--- config.mk ---
export PLATFORM = sky130hd
export DESIGN_NAME = ultrasonic_range_frame_parser
export DESIGN_NICKNAME = d
export VERILOG_FILES = /design/src/sv/urfp_pkg.sv /design/src/sv/urfp_frame.sv /design/src/sv/urfp_rsp_buf.sv /design/src/sv/ultrasonic_range_frame_parser.sv
export SDC_FILE = /design/constraint.sdc
export NUM_CORES = 1
export LEC_CHECK = 0
export BUFFER_PORTS_ARGS = -buffer_cell sky130_fd_sc_hd__buf_2
export CAP_MARGIN = 20
export CORE_MARGIN = 10
export CORE_UTILIZATION = 45
export CTS_BUF_LIST = sky130_fd_sc_hd__clkbuf_8 sky130_fd_sc_hd__clkbuf_16
export DETAILED_ROUTE_END_ITERATION = 12
export PLACE_DENSITY = 0.65
export REMOVE_ABC_BUFFERS = 1
export SLEW_MARGIN = 20
export SYNTH_ARGS = -nofsm -noshare
export SYNTH_HDL_FRONTEND = slang
export SYNTH_SLANG_ARGS = --single-unit
--- constraint.sdc ---
create_clock -name clock -period 7.2 [get_ports clock]
set_clock_uncertainty 0.1 [all_clocks]
set_input_delay 0.36 -clock clock [delete_from_list [all_inputs] [get_ports clock]]
set_output_delay 0.36 -clock clock [all_outputs]
set_load 0.1 [all_outputs]
--- src/sv/urfp_pkg.sv ---
// urfp_pkg: types and constants shared by the ultrasonic range frame parser
// no dependencies
`default_nettype none

package urfp_pkg;

   localparam logic [7:0]  HDR_BYTE = 8'hFF;
   localparam logic [9:0]  IDLE_MAX = 10'd1023;
   localparam logic [15:0] BAD_DIST = 16'hFFFF;

   localparam logic [1:0] STATUS_OK    = 2'd0;
   localparam logic [1:0] STATUS_CKSUM = 2'd1;
   localparam logic [1:0] STATUS_RANGE = 2'd2;

   localparam logic CMD_BYTE = 1'b0;
   localparam logic CMD_TICK = 1'b1;

   localparam logic [1:0] CSR_IDLE_TIMEOUT = 2'd0;
   localparam logic [1:0] CSR_MIN_DISTANCE = 2'd1;
   localparam logic [1:0] CSR_MAX_DISTANCE = 2'd2;

   localparam logic [9:0]  RST_IDLE_TIMEOUT = 10'd100;
   localparam logic [15:0] RST_MIN_DISTANCE = 16'd50;
   localparam logic [15:0] RST_MAX_DISTANCE = 16'd6000;

   typedef struct packed {
      logic       cmd;
      logic [7:0] rx_byte;
   } req_type;

   typedef struct packed {
      logic [15:0] distance_mm;
      logic [1:0]  frame_status;
   } rsp_type;

   typedef struct packed {
      logic [9:0]  idle_timeout_ms;
      logic [15:0] min_distance;
      logic [15:0] max_distance;
   } cfg_type;

   typedef struct packed {
      logic    valid;
      rsp_type payload;
   } result_type;

endpackage

`default_nettype wire

--- src/sv/urfp_frame.sv ---
// urfp_frame: frame hunt, byte collection, idle timeout and result decode
// depends on urfp_pkg
`default_nettype none

module urfp_frame (
   input  wire logic             clock,
   input  wire logic             reset,
   input  wire logic             go,
   input  wire urfp_pkg::req_type item,
   input  wire urfp_pkg::cfg_type cfg,
   output urfp_pkg::result_type  result
);
   import urfp_pkg::*;

   logic [1:0]  byte_count_ff, byte_count_in;
   logic [7:0]  running_sum_ff, running_sum_in;
   logic [7:0]  dist_high_ff, dist_high_in;
   logic [7:0]  dist_low_ff, dist_low_in;
   logic [9:0]  idle_ms_ff, idle_ms_in;
   logic [9:0]  idle_inc;
   logic [7:0]  sum_add;
   logic [15:0] frame_mm;

   assign idle_inc = (idle_ms_ff < IDLE_MAX) ? idle_ms_ff + 10'd1 : idle_ms_ff;
   assign sum_add  = running_sum_ff + item.rx_byte;
   assign frame_mm = {dist_high_ff, dist_low_ff};

   always_comb begin
      byte_count_in  = byte_count_ff;
      running_sum_in = running_sum_ff;
      dist_high_in   = dist_high_ff;
      dist_low_in    = dist_low_ff;
      idle_ms_in     = idle_ms_ff;
      result         = '0;
      if (go) begin
         if (item.cmd == CMD_TICK) begin
            idle_ms_in = idle_inc;
            if (byte_count_ff != 2'd0 && idle_inc > cfg.idle_timeout_ms) begin
               byte_count_in = 2'd0;
            end
         end else begin
            idle_ms_in = '0;
            case (byte_count_ff)
               2'd0: begin
                  if (item.rx_byte == HDR_BYTE) begin
                     running_sum_in = item.rx_byte;
                     byte_count_in  = 2'd1;
                  end
               end
               2'd1: begin
                  dist_high_in   = item.rx_byte;
                  running_sum_in = sum_add;
                  byte_count_in  = 2'd2;
               end
               2'd2: begin
                  dist_low_in    = item.rx_byte;
                  running_sum_in = sum_add;
                  byte_count_in  = 2'd3;
               end
               default: begin
                  byte_count_in = 2'd0;
                  result.valid  = 1'b1;
                  if (item.rx_byte != running_sum_ff) begin
                     result.payload.frame_status = STATUS_CKSUM;
                  end else if (frame_mm == BAD_DIST || frame_mm < cfg.min_distance
                               || frame_mm > cfg.max_distance) begin
                     result.payload.frame_status = STATUS_RANGE;
                  end else begin
                     result.payload.frame_status = STATUS_OK;
                     result.payload.distance_mm  = frame_mm;
                  end
               end
            endcase
         end
      end
   end

   always_ff @(posedge clock) begin
      if (reset) begin
         byte_count_ff  <= '0;
         running_sum_ff <= '0;
         dist_high_ff   <= '0;
         dist_low_ff    <= '0;
         idle_ms_ff     <= '0;
      end else begin
         byte_count_ff  <= byte_count_in;
         running_sum_ff <= running_sum_in;
         dist_high_ff   <= dist_high_in;
         dist_low_ff    <= dist_low_in;
         idle_ms_ff     <= idle_ms_in;
      end
   end

endmodule

`default_nettype wire

--- src/sv/urfp_rsp_buf.sv ---
// urfp_rsp_buf: result register that holds a transaction until it is taken
// depends on urfp_pkg
`default_nettype none

module urfp_rsp_buf (
   input  wire logic                clock,
   input  wire logic                reset,
   input  wire urfp_pkg::result_type result,
   output logic                     can_take,
   output logic                     rsp_valid,
   input  wire logic                rsp_ready,
   output urfp_pkg::rsp_type        rsp_payload
);
   import urfp_pkg::*;

   logic    valid_ff, valid_in;
   rsp_type data_ff, data_in;

   assign can_take = !valid_ff || rsp_ready;

   always_comb begin
      valid_in = valid_ff && !rsp_ready;
      data_in  = data_ff;
      if (result.valid) begin
         valid_in = 1'b1;
         data_in  = result.payload;
      end
   end

   always_ff @(posedge clock) begin
      if (reset) begin
         valid_ff <= 1'b0;
      end else begin
         valid_ff <= valid_in;
      end
   end

   always_ff @(posedge clock) begin
      data_ff <= data_in;
   end

   assign rsp_valid   = valid_ff;
   assign rsp_payload = data_ff;

endmodule

`default_nettype wire

--- src/sv/ultrasonic_range_frame_parser.sv ---
// ultrasonic_range_frame_parser: top level, csr registers, input register
// depends on urfp_pkg, urfp_frame, urfp_rsp_buf
//
//   channel | direction | payload           | accepted when
//   req     | in        | cmd, rx_byte      | req_valid & req_ready
//   rsp     | out       | distance, status  | rsp_valid & rsp_ready
//   csr     | in        | index, wdata      | csr_valid & csr_ready
//
// one transaction per cycle while no result is held: input register, frame logic, result register
// rsp_valid rises once the checksum byte has passed the input and result registers
// synchronous reset clears frame state, idle count and csr values to defaults
// a held result stalls the frame logic and, with the input register full, drops req_ready
// csr_ready is always high
`default_nettype none

module ultrasonic_range_frame_parser (
   input  wire logic              clock,
   input  wire logic              reset,
   input  wire logic              req_valid,
   output logic                   req_ready,
   input  wire urfp_pkg::req_type req_payload,
   output logic                   rsp_valid,
   input  wire logic              rsp_ready,
   output urfp_pkg::rsp_type      rsp_payload,
   input  wire logic              csr_valid,
   output logic                   csr_ready,
   input  wire logic [1:0]        csr_index,
   input  wire logic [15:0]       csr_wdata
);
   import urfp_pkg::*;

   cfg_type    cfg_ff, cfg_in;
   logic       in_valid_ff, in_valid_in;
   req_type    in_item_ff, in_item_in;
   logic       can_take;
   logic       process_go;
   result_type frm_result;

   assign csr_ready  = 1'b1;
   assign process_go = in_valid_ff && can_take;
   assign req_ready  = !in_valid_ff || process_go;

   always_comb begin
      cfg_in = cfg_ff;
      if (csr_valid) begin
         case (csr_index)
            CSR_IDLE_TIMEOUT: cfg_in.idle_timeout_ms = csr_wdata[9:0];
            CSR_MIN_DISTANCE: cfg_in.min_distance    = csr_wdata;
            CSR_MAX_DISTANCE: cfg_in.max_distance    = csr_wdata;
            default:          cfg_in                 = cfg_ff;
         endcase
      end
   end

   always_comb begin
      in_valid_in = in_valid_ff && !process_go;
      in_item_in  = in_item_ff;
      if (req_valid && req_ready) begin
         in_valid_in = 1'b1;
         in_item_in  = req_payload;
      end
   end

   always_ff @(posedge clock) begin
      if (reset) begin
         cfg_ff.idle_timeout_ms <= RST_IDLE_TIMEOUT;
         cfg_ff.min_distance    <= RST_MIN_DISTANCE;
         cfg_ff.max_distance    <= RST_MAX_DISTANCE;
         in_valid_ff            <= 1'b0;
      end else begin
         cfg_ff      <= cfg_in;
         in_valid_ff <= in_valid_in;
      end
   end

   always_ff @(posedge clock) begin
      in_item_ff <= in_item_in;
   end

   urfp_frame u_frame (
      .clock  (clock),
      .reset  (reset),
      .go     (process_go),
      .item   (in_item_ff),
      .cfg    (cfg_ff),
      .result (frm_result)
   );

   urfp_rsp_buf u_rsp_buf (
      .clock       (clock),
      .reset       (reset),
      .result      (frm_result),
      .can_take    (can_take),
      .rsp_valid   (rsp_valid),
      .rsp_ready   (rsp_ready),
      .rsp_payload (rsp_payload)
   );

   a_result_only_when_processing: assert property (@(posedge clock) disable iff (reset)
      frm_result.valid |-> process_go)
      else $error("frame result without processing");

   a_stalled_item_kept: assert property (@(posedge clock) disable iff (reset)
      in_valid_ff && !process_go |=> in_valid_ff && $stable(in_item_ff))
      else $error("stalled input item lost");

   a_error_zero_distance: assert property (@(posedge clock) disable iff (reset)
      rsp_valid && rsp_payload.frame_status != STATUS_OK |-> rsp_payload.distance_mm == 16'd0)
      else $error("error result carries a distance");

   a_result_from_byte: assert property (@(posedge clock) disable iff (reset)
      frm_result.valid |-> in_item_ff.cmd == CMD_BYTE)
      else $error("tick produced a result");

endmodule

`default_nettype wire
==> impl_metrics.ini, run 1 <==
[power_and_ir_drop]
switching_share_pct = 24.9
cellLeakagePower_nw = 2.48
pwr-share-comb_pct = 7.0
irDropWorstVdd_v = 0.000139
p_clk_share_pct = 39.3
p_sw_w = 0.000297
power_density_nw_per_um2 = 189
intPower_w = 0.000895
power_frac_seq_pct = 53.7

[worst_hold_path]
hold_path.class = input pin to flop

[sta]
tightest_slew_ns = 0.978
relSlewSlack_pct = 34.5
finalMaxSlewViolations = 0
clock.fmax_ghz = 0.319
fin_tns_setup_ns = 0
rsz0062_at_grt = false
finalSetupViolations = 0
hold_viol = 0
fin_crit_ns = 3.13
post-route-period-util_pct = 43.5

[yosys]
synth-edff-count = 27
synthCells = 639
synth_top_family_by_area = simple AND/OR/NAND/NOR gates
synth_simple_gate_area_share_pct = 21.6
yosysSeqAreaShare_pct = 42.6
synth_area_leaders = dfxtp_1 (28%), edfxtp_1 (14%), ha_1 (12%)
synthArstFlopShare_pct = 0
yosysWarningCount = 0
avgSynthCellArea_um2 = 8.87
synth_top_area_share_pct = 28.3
synth_seq_cells = 107
synthXorXnorAreaFrac_pct = 2.01
synthDistinctLibCells = 56
synthMuxAreaShare_pct = 1.28
yosysTopAreaCell = dfxtp_1
synth_compound_area_share_pct = 14.5
ys.flop_type = dfxtp_1
syn-cell-area_um2 = 5670
synth_fa_ha_area_share_pct = 12.3

[detailed_routing]
vias = 4606
postRouteAntennaNets = 0
wire_per_inst_um = 15.8
vias_per_cell = 5.43
drt_iter0_markers = 306
drt-pass1-iter-count = 5
drc_errors = 0
wirelength_um = 13400

[cts]
hold_buffers = 0
clock_path_buffers = 2
clk_latency_ns = 0.35
postCtsSetupBuffers = 0
cts_root_buffer = clkbuf_16
cts-resized-gates = 0
path_clk_slew_ns = 0.07
cts.htree.levels = 3
cts_tree = done
cts.sinks = 107
numCtsBuffers = 9

[critical_path]
cp_slowest_stage_delay_ns = 0.49
crit_end = u_frame.byte_count_ff[1]
crit_path_max_fanout = 10
r2r_slack_ns = 4.07
path_buf_inv = 0
crit_chain = ha_1 > nand4_4 > nand4_4 > or2_1 > xnor2_1 > ha_1 > nand4_1 > a21oi_1 > o21ba_1 > o41ai_1 > a32oi_1 > nor2_1
path_class = flop to flop
reg2reg_depth = 12
cp.arrival_ns = 3.32
crit_cells = 12
cp-end-kind = flop
critPathLaunchType = flop
crit_start = u_frame.idle_ms_ff[0]
critPathTopFamily = compound AO/OA/AOI/OAI gates
r2r_start = u_frame.idle_ms_ff[0]
slowest_stage = o41ai_1
rr_endpoint = u_frame.byte_count_ff[1]
required_ns = 7.39

[layout]
final_nets = 762
area_growth_pct = 11.3
diodes = 0
multi_input_area_um2 = 2930
final_cell_mix = nand2_1 (108), dfxtp_1 (80), a21oi_1 (78), ha_1 (54), buf_2 (51)
fillCellCount = 1163
layout.cells.most_common = nand2_1
regArea_um2 = 2410
drive_above_1_share_pct = 12.9
final_util_pct = 51.9

[grt]
grt_pass1_wl_um = 22600
track_usage_pct = 15.5
antenna_found_initial = 0
grt-ovfl-total = 0
grt_start_max_net_pins = 64
grt_pass1_vias = 4634

[floorplanning]
rows = 40
start_util_pct = 46.6
dieWidth_um = 132
core_um2 = 12200
dieArea_um2 = 17500
die_h_um = 132
io_pins = 53

[outcome]
status = finished, final reports clean

[placed_design]
io_buffer_count = 51
gp_congestion = 0.942
dp_hpwl_um = 9730

[flow_run]
maxCapViolations = 0
[cell usage after synthesis, drive strengths merged (3+ instances only)]
cell type  instances
nand2b             5
nand2            108
a21o               7
clkbuf            26
mux2i              5
and2              18
a22oi              3
buf                4
and3               3
edfxtp            27
xnor2             10
a31oi              7
a21oi             78
nor2              24
nor3              12
o21a               4
o21ai             10
ha                54
nor4               6
a211oi             3
inv               50
o211ai            16
nor2b              4
xor2               3
nand3             28
nand4             19
dfxtp             80
[worst min-delay path by stage]
| stage | from | end | slack, ns | cells after the start |
|---|---|---|---|---|
| floorplan | reset | cfg_ff[0] | 0.33 | 1 |
| global placement | cfg_ff[29] | cfg_ff[29] | 0.34 | 2 |
| detailed placement | cfg_ff[25] | cfg_ff[25] | 0.35 | 2 |
| CTS | req_payload[1] | in_item_ff[1] | 0.07 | 1 |
| global route | req_payload[5] | in_item_ff[5] | 0.06 | 1 |
| finish | req_payload[1] | in_item_ff[1] | 0.08 | 1 |
[layout make-up]
class,instances,share of cell area (%)
clock buffer,9,3.57
tap,168,3.33
clock inverter,7,0.794
multi-input combinational,451,46.5
inverter,51,3.04
sequential,107,38.3
timing repair buffer,55,4.52
[power by group through the flow]
| stage | logic, W | clock network, W | registers (W) |
|---|---|---|---|
| after floorplan | 0.0000506 | 0 | 0.000649 |
| after global placement | 0.0000804 | 0 | 0.000654 |
| after detailed placement | 0.0000827 | 0 | 0.000654 |
| after CTS | 0.0000835 | 0.000478 | 0.000640 |
| after global routing | 0.0000942 | 0.000507 | 0.000642 |
| final | 0.0000834 | 0.000468 | 0.000641 |
[stage by stage]
stage               worst slack [ns]  total power [W]  hold WS (ns)  instances  cell area (um^2)
floorplan                       4.23         0.000700         0.329        609              5540
CTS                             4.06          0.00120        0.0696        848              6310
detailed placement              4.08         0.000737         0.348        832              6030
global placement                4.15         0.000734         0.343        832              6030
finish                          4.07          0.00119        0.0824        848              6310
global route                    3.82          0.00124        0.0637        848              6310
[cell families after synthesis]
| family | after synthesis |
|---|---|
| and+or+nand+nor | 239 |
| buffers and inverters | 81 |
| adders and majority gates | 55 |
| xor gates and xnor gates | 13 |
| muxes | 7 |
| other | 1 |
| AOI/OAI and AO/OA | 136 |
| DFF | 107 |
[metal layers]
layer / track usage [%] / vias up / wire (um)
li1: - / 2301 / -
met1: 19.2 / 2151 / 6170
met2: 25.0 / 137 / 6240
met3: 4.61 / 17 / 783
met4: 5.20 / 0 / 210
met5: 0 / - / 0
[registers in the layout, indices dropped and copies added, names as in the netlist]
| register | cells |
|---|---|
| cfg_ff | 42 |
| u_rsp_buf.rsp_payload | 18 |
| u_frame.idle_ms_ff | 10 |
| in_item_ff | 9 |
| u_frame.dist_high_ff | 8 |
| u_frame.dist_low_ff | 8 |
| u_frame.running_sum_ff | 8 |
| u_frame.byte_count_ff | 2 |
| in_valid_ff | 1 |
| u_rsp_buf.rsp_valid | 1 |
Power figures use the tool's default switching activity.
==> run 2, diff against run 1 <==
==> constraint.sdc (replaced) <==
create_clock -name clock -period 3.1 [get_ports clock]
set_clock_uncertainty 0.1 [all_clocks]
set_input_delay 0.155 -clock clock [delete_from_list [all_inputs] [get_ports clock]]
set_output_delay 0.155 -clock clock [all_outputs]
set_load 0.1 [all_outputs]
==> impl_metrics.ini, run 2 (synthesis gave the netlist of run 1 again) <==
[outcome]
status = finished, final reports clean

[cts]
numCtsBuffers = 9
cts.sinks = 107
clk_latency_ns = 0.36
cts_root_buffer = clkbuf_16
cts.htree.levels = 3
cts_tree = done
clock_path_buffers = 2
postCtsSetupBuffers = 0
path_clk_slew_ns = 0.07

[layout]
regMostFlops = cfg_ff
layout.cells.most_common = nand2_1
final_cell_mix = nand2_1 (108), dfxtp_1 (80), a21oi_1 (78), ha_1 (54), buf_2 (51)
largest_reg_flops = 42
stdcell_area_um2 = 6650
drive_above_1_share_pct = 13.3
diodes = 0
instances_no_fill = 880
final_nets = 794
area_growth_pct = 17.4

[grt]
grt_start_max_net_pins = 63
grt-ovfl-total = 0
grt_pass1_vias = 4647
antenna_found_initial = 0
track_usage_pct = 15.7
grt_pass1_wl_um = 22700

[power_and_ir_drop]
power_density_nw_per_um2 = 437
power_w = 0.00291
cellLeakagePower_nw = 2.64
irDropWorstVdd_v = 0.000282

[floorplanning]
rows = 40
core_um2 = 12200
start_util_pct = 46.6
io_pins = 53
dieWidth_um = 132
die_h_um = 132
dieArea_um2 = 17500

[critical_path]
required_ns = 3.22
r2r_slack_ns = 0.22
critPathLaunchType = flop
cp-end-kind = flop
crit_path_max_fanout = 6
reg2reg_depth = 11
path_class = flop to flop
cp.arrival_ns = 3.00

[detailed_routing]
postRouteAntennaNets = 0
drc_errors = 0
drt_iter0_markers = 268
vias = 4661
wire_per_inst_um = 15.6
wirelength_um = 13800
drt-pass1-iter-count = 4
vias_per_cell = 5.30

[flow_run]
maxCapViolations = 0

[placed_design]
io_buffer_count = 51
dp_slack_ns = 0.115
dp.cells = 838
dp_hpwl_um = 9880
gp_congestion = 0.941
placed_cell_area_um2 = 6080

[worst_hold_path]
whs_path_depth = 3
hold_path.class = input pin to flop

[sta]
setup_ws_ns = 0.222
finalMaxSlewViolations = 0
rsz0062_at_grt = false
relSlewSlack_pct = 34.3
fin_crit_ns = 2.88
finalSetupViolations = 0
clock.fmax_ghz = 0.347
post-route-period-util_pct = 92.8
tightest_slew_ns = 0.985
fin_tns_setup_ns = 0
hold_viol = 0
-- run 2: cell types whose count changed in the layout (fill, tap and decap cells not counted) --
cell	delta
dlygate4sd3_1	+26
clkinv_4	+3
bufinv_16	+1
clkinv_2	-2
inv_4	-1
buf_4	+6
clkinvlp_4	-1
inv_6	-1
o41ai_1	-1
o41ai_2	+1
inv_8	+1
-- run 2: critical path, stage by stage (launching register included) --
cell      delay, ns
dfxtp_1        0.45
and4_4         0.31
and4_4         0.27
nand3_1        0.09
mux2_2         0.30
ha_1           0.29
nand4_1        0.13
nor2_1         0.06
a311oi_1       0.31
o41ai_2        0.15
a32oi_1        0.22
nor2_1         0.06
-- run 2: power breakdown --
part	leakage, nW	switching (W)	internal, W
combinational	1.62	0.000130	0.0000944
clock	0.152	0.000557	0.000641
sequential	0.870	0.0000275	0.00146
total	2.64	0.000715	0.00219
-- run 2: path summary, 6_finish.rpt --
path | start | to
hold / removal | rsp_ready | u_rsp_buf.rsp_valid
hold reg to reg | cfg_ff[24] | cfg_ff[24]
setup reg to reg | u_frame.idle_ms_ff[2] | u_frame.byte_count_ff[1]
setup / recovery | u_frame.idle_ms_ff[2] | u_frame.byte_count_ff[1]
-- run 2: layer usage --
| layer | GRT usage [%] | part of all wire, % | up-vias | wire, um |
|---|---|---|---|---|
| met1 | 19.3 | 46 | 2178 | 6300 |
| met2 | 26.0 | 48 | 108 | 6550 |
| met3 | 3.96 | 5.2 | 16 | 717 |
| li1 | - | - | 2359 | - |
| met5 | 0 | 0 | - | 0 |
| met4 | 5.87 | 1.4 | 0 | 198 |
-- run 2: timing repair --
| action | CTS | global route |
|---|---|---|
| hold buffers | 26 | 0 |
| resized for setup | 0 | 1 |
| hold endpoints to repair | 50 | 0 |
| setup endpoints to repair | 0 | 2 |
-- run 2: final cells by class --
cell class,count,area [um^2]
inverters,51,191
repair buffers,87,591
flip-flops and latches,107,2410
well taps,168,210
fillers,1114,5510
clock inverters,7,85.1
clock buffers,9,225
multi-input cells,451,2940
-- run 2: stage by stage --
step | hold slack [ns] | utilization [%]
2_1_floorplan | 0.124 | -
3_3_place_gp | 0.231 | 50.0
3_5_place_dp | 0.234 | 50.0
4_1_cts | 0.0491 | 54.7
5_1_grt | 0.0726 | 54.7
6_report | 0.0648 | 54.7
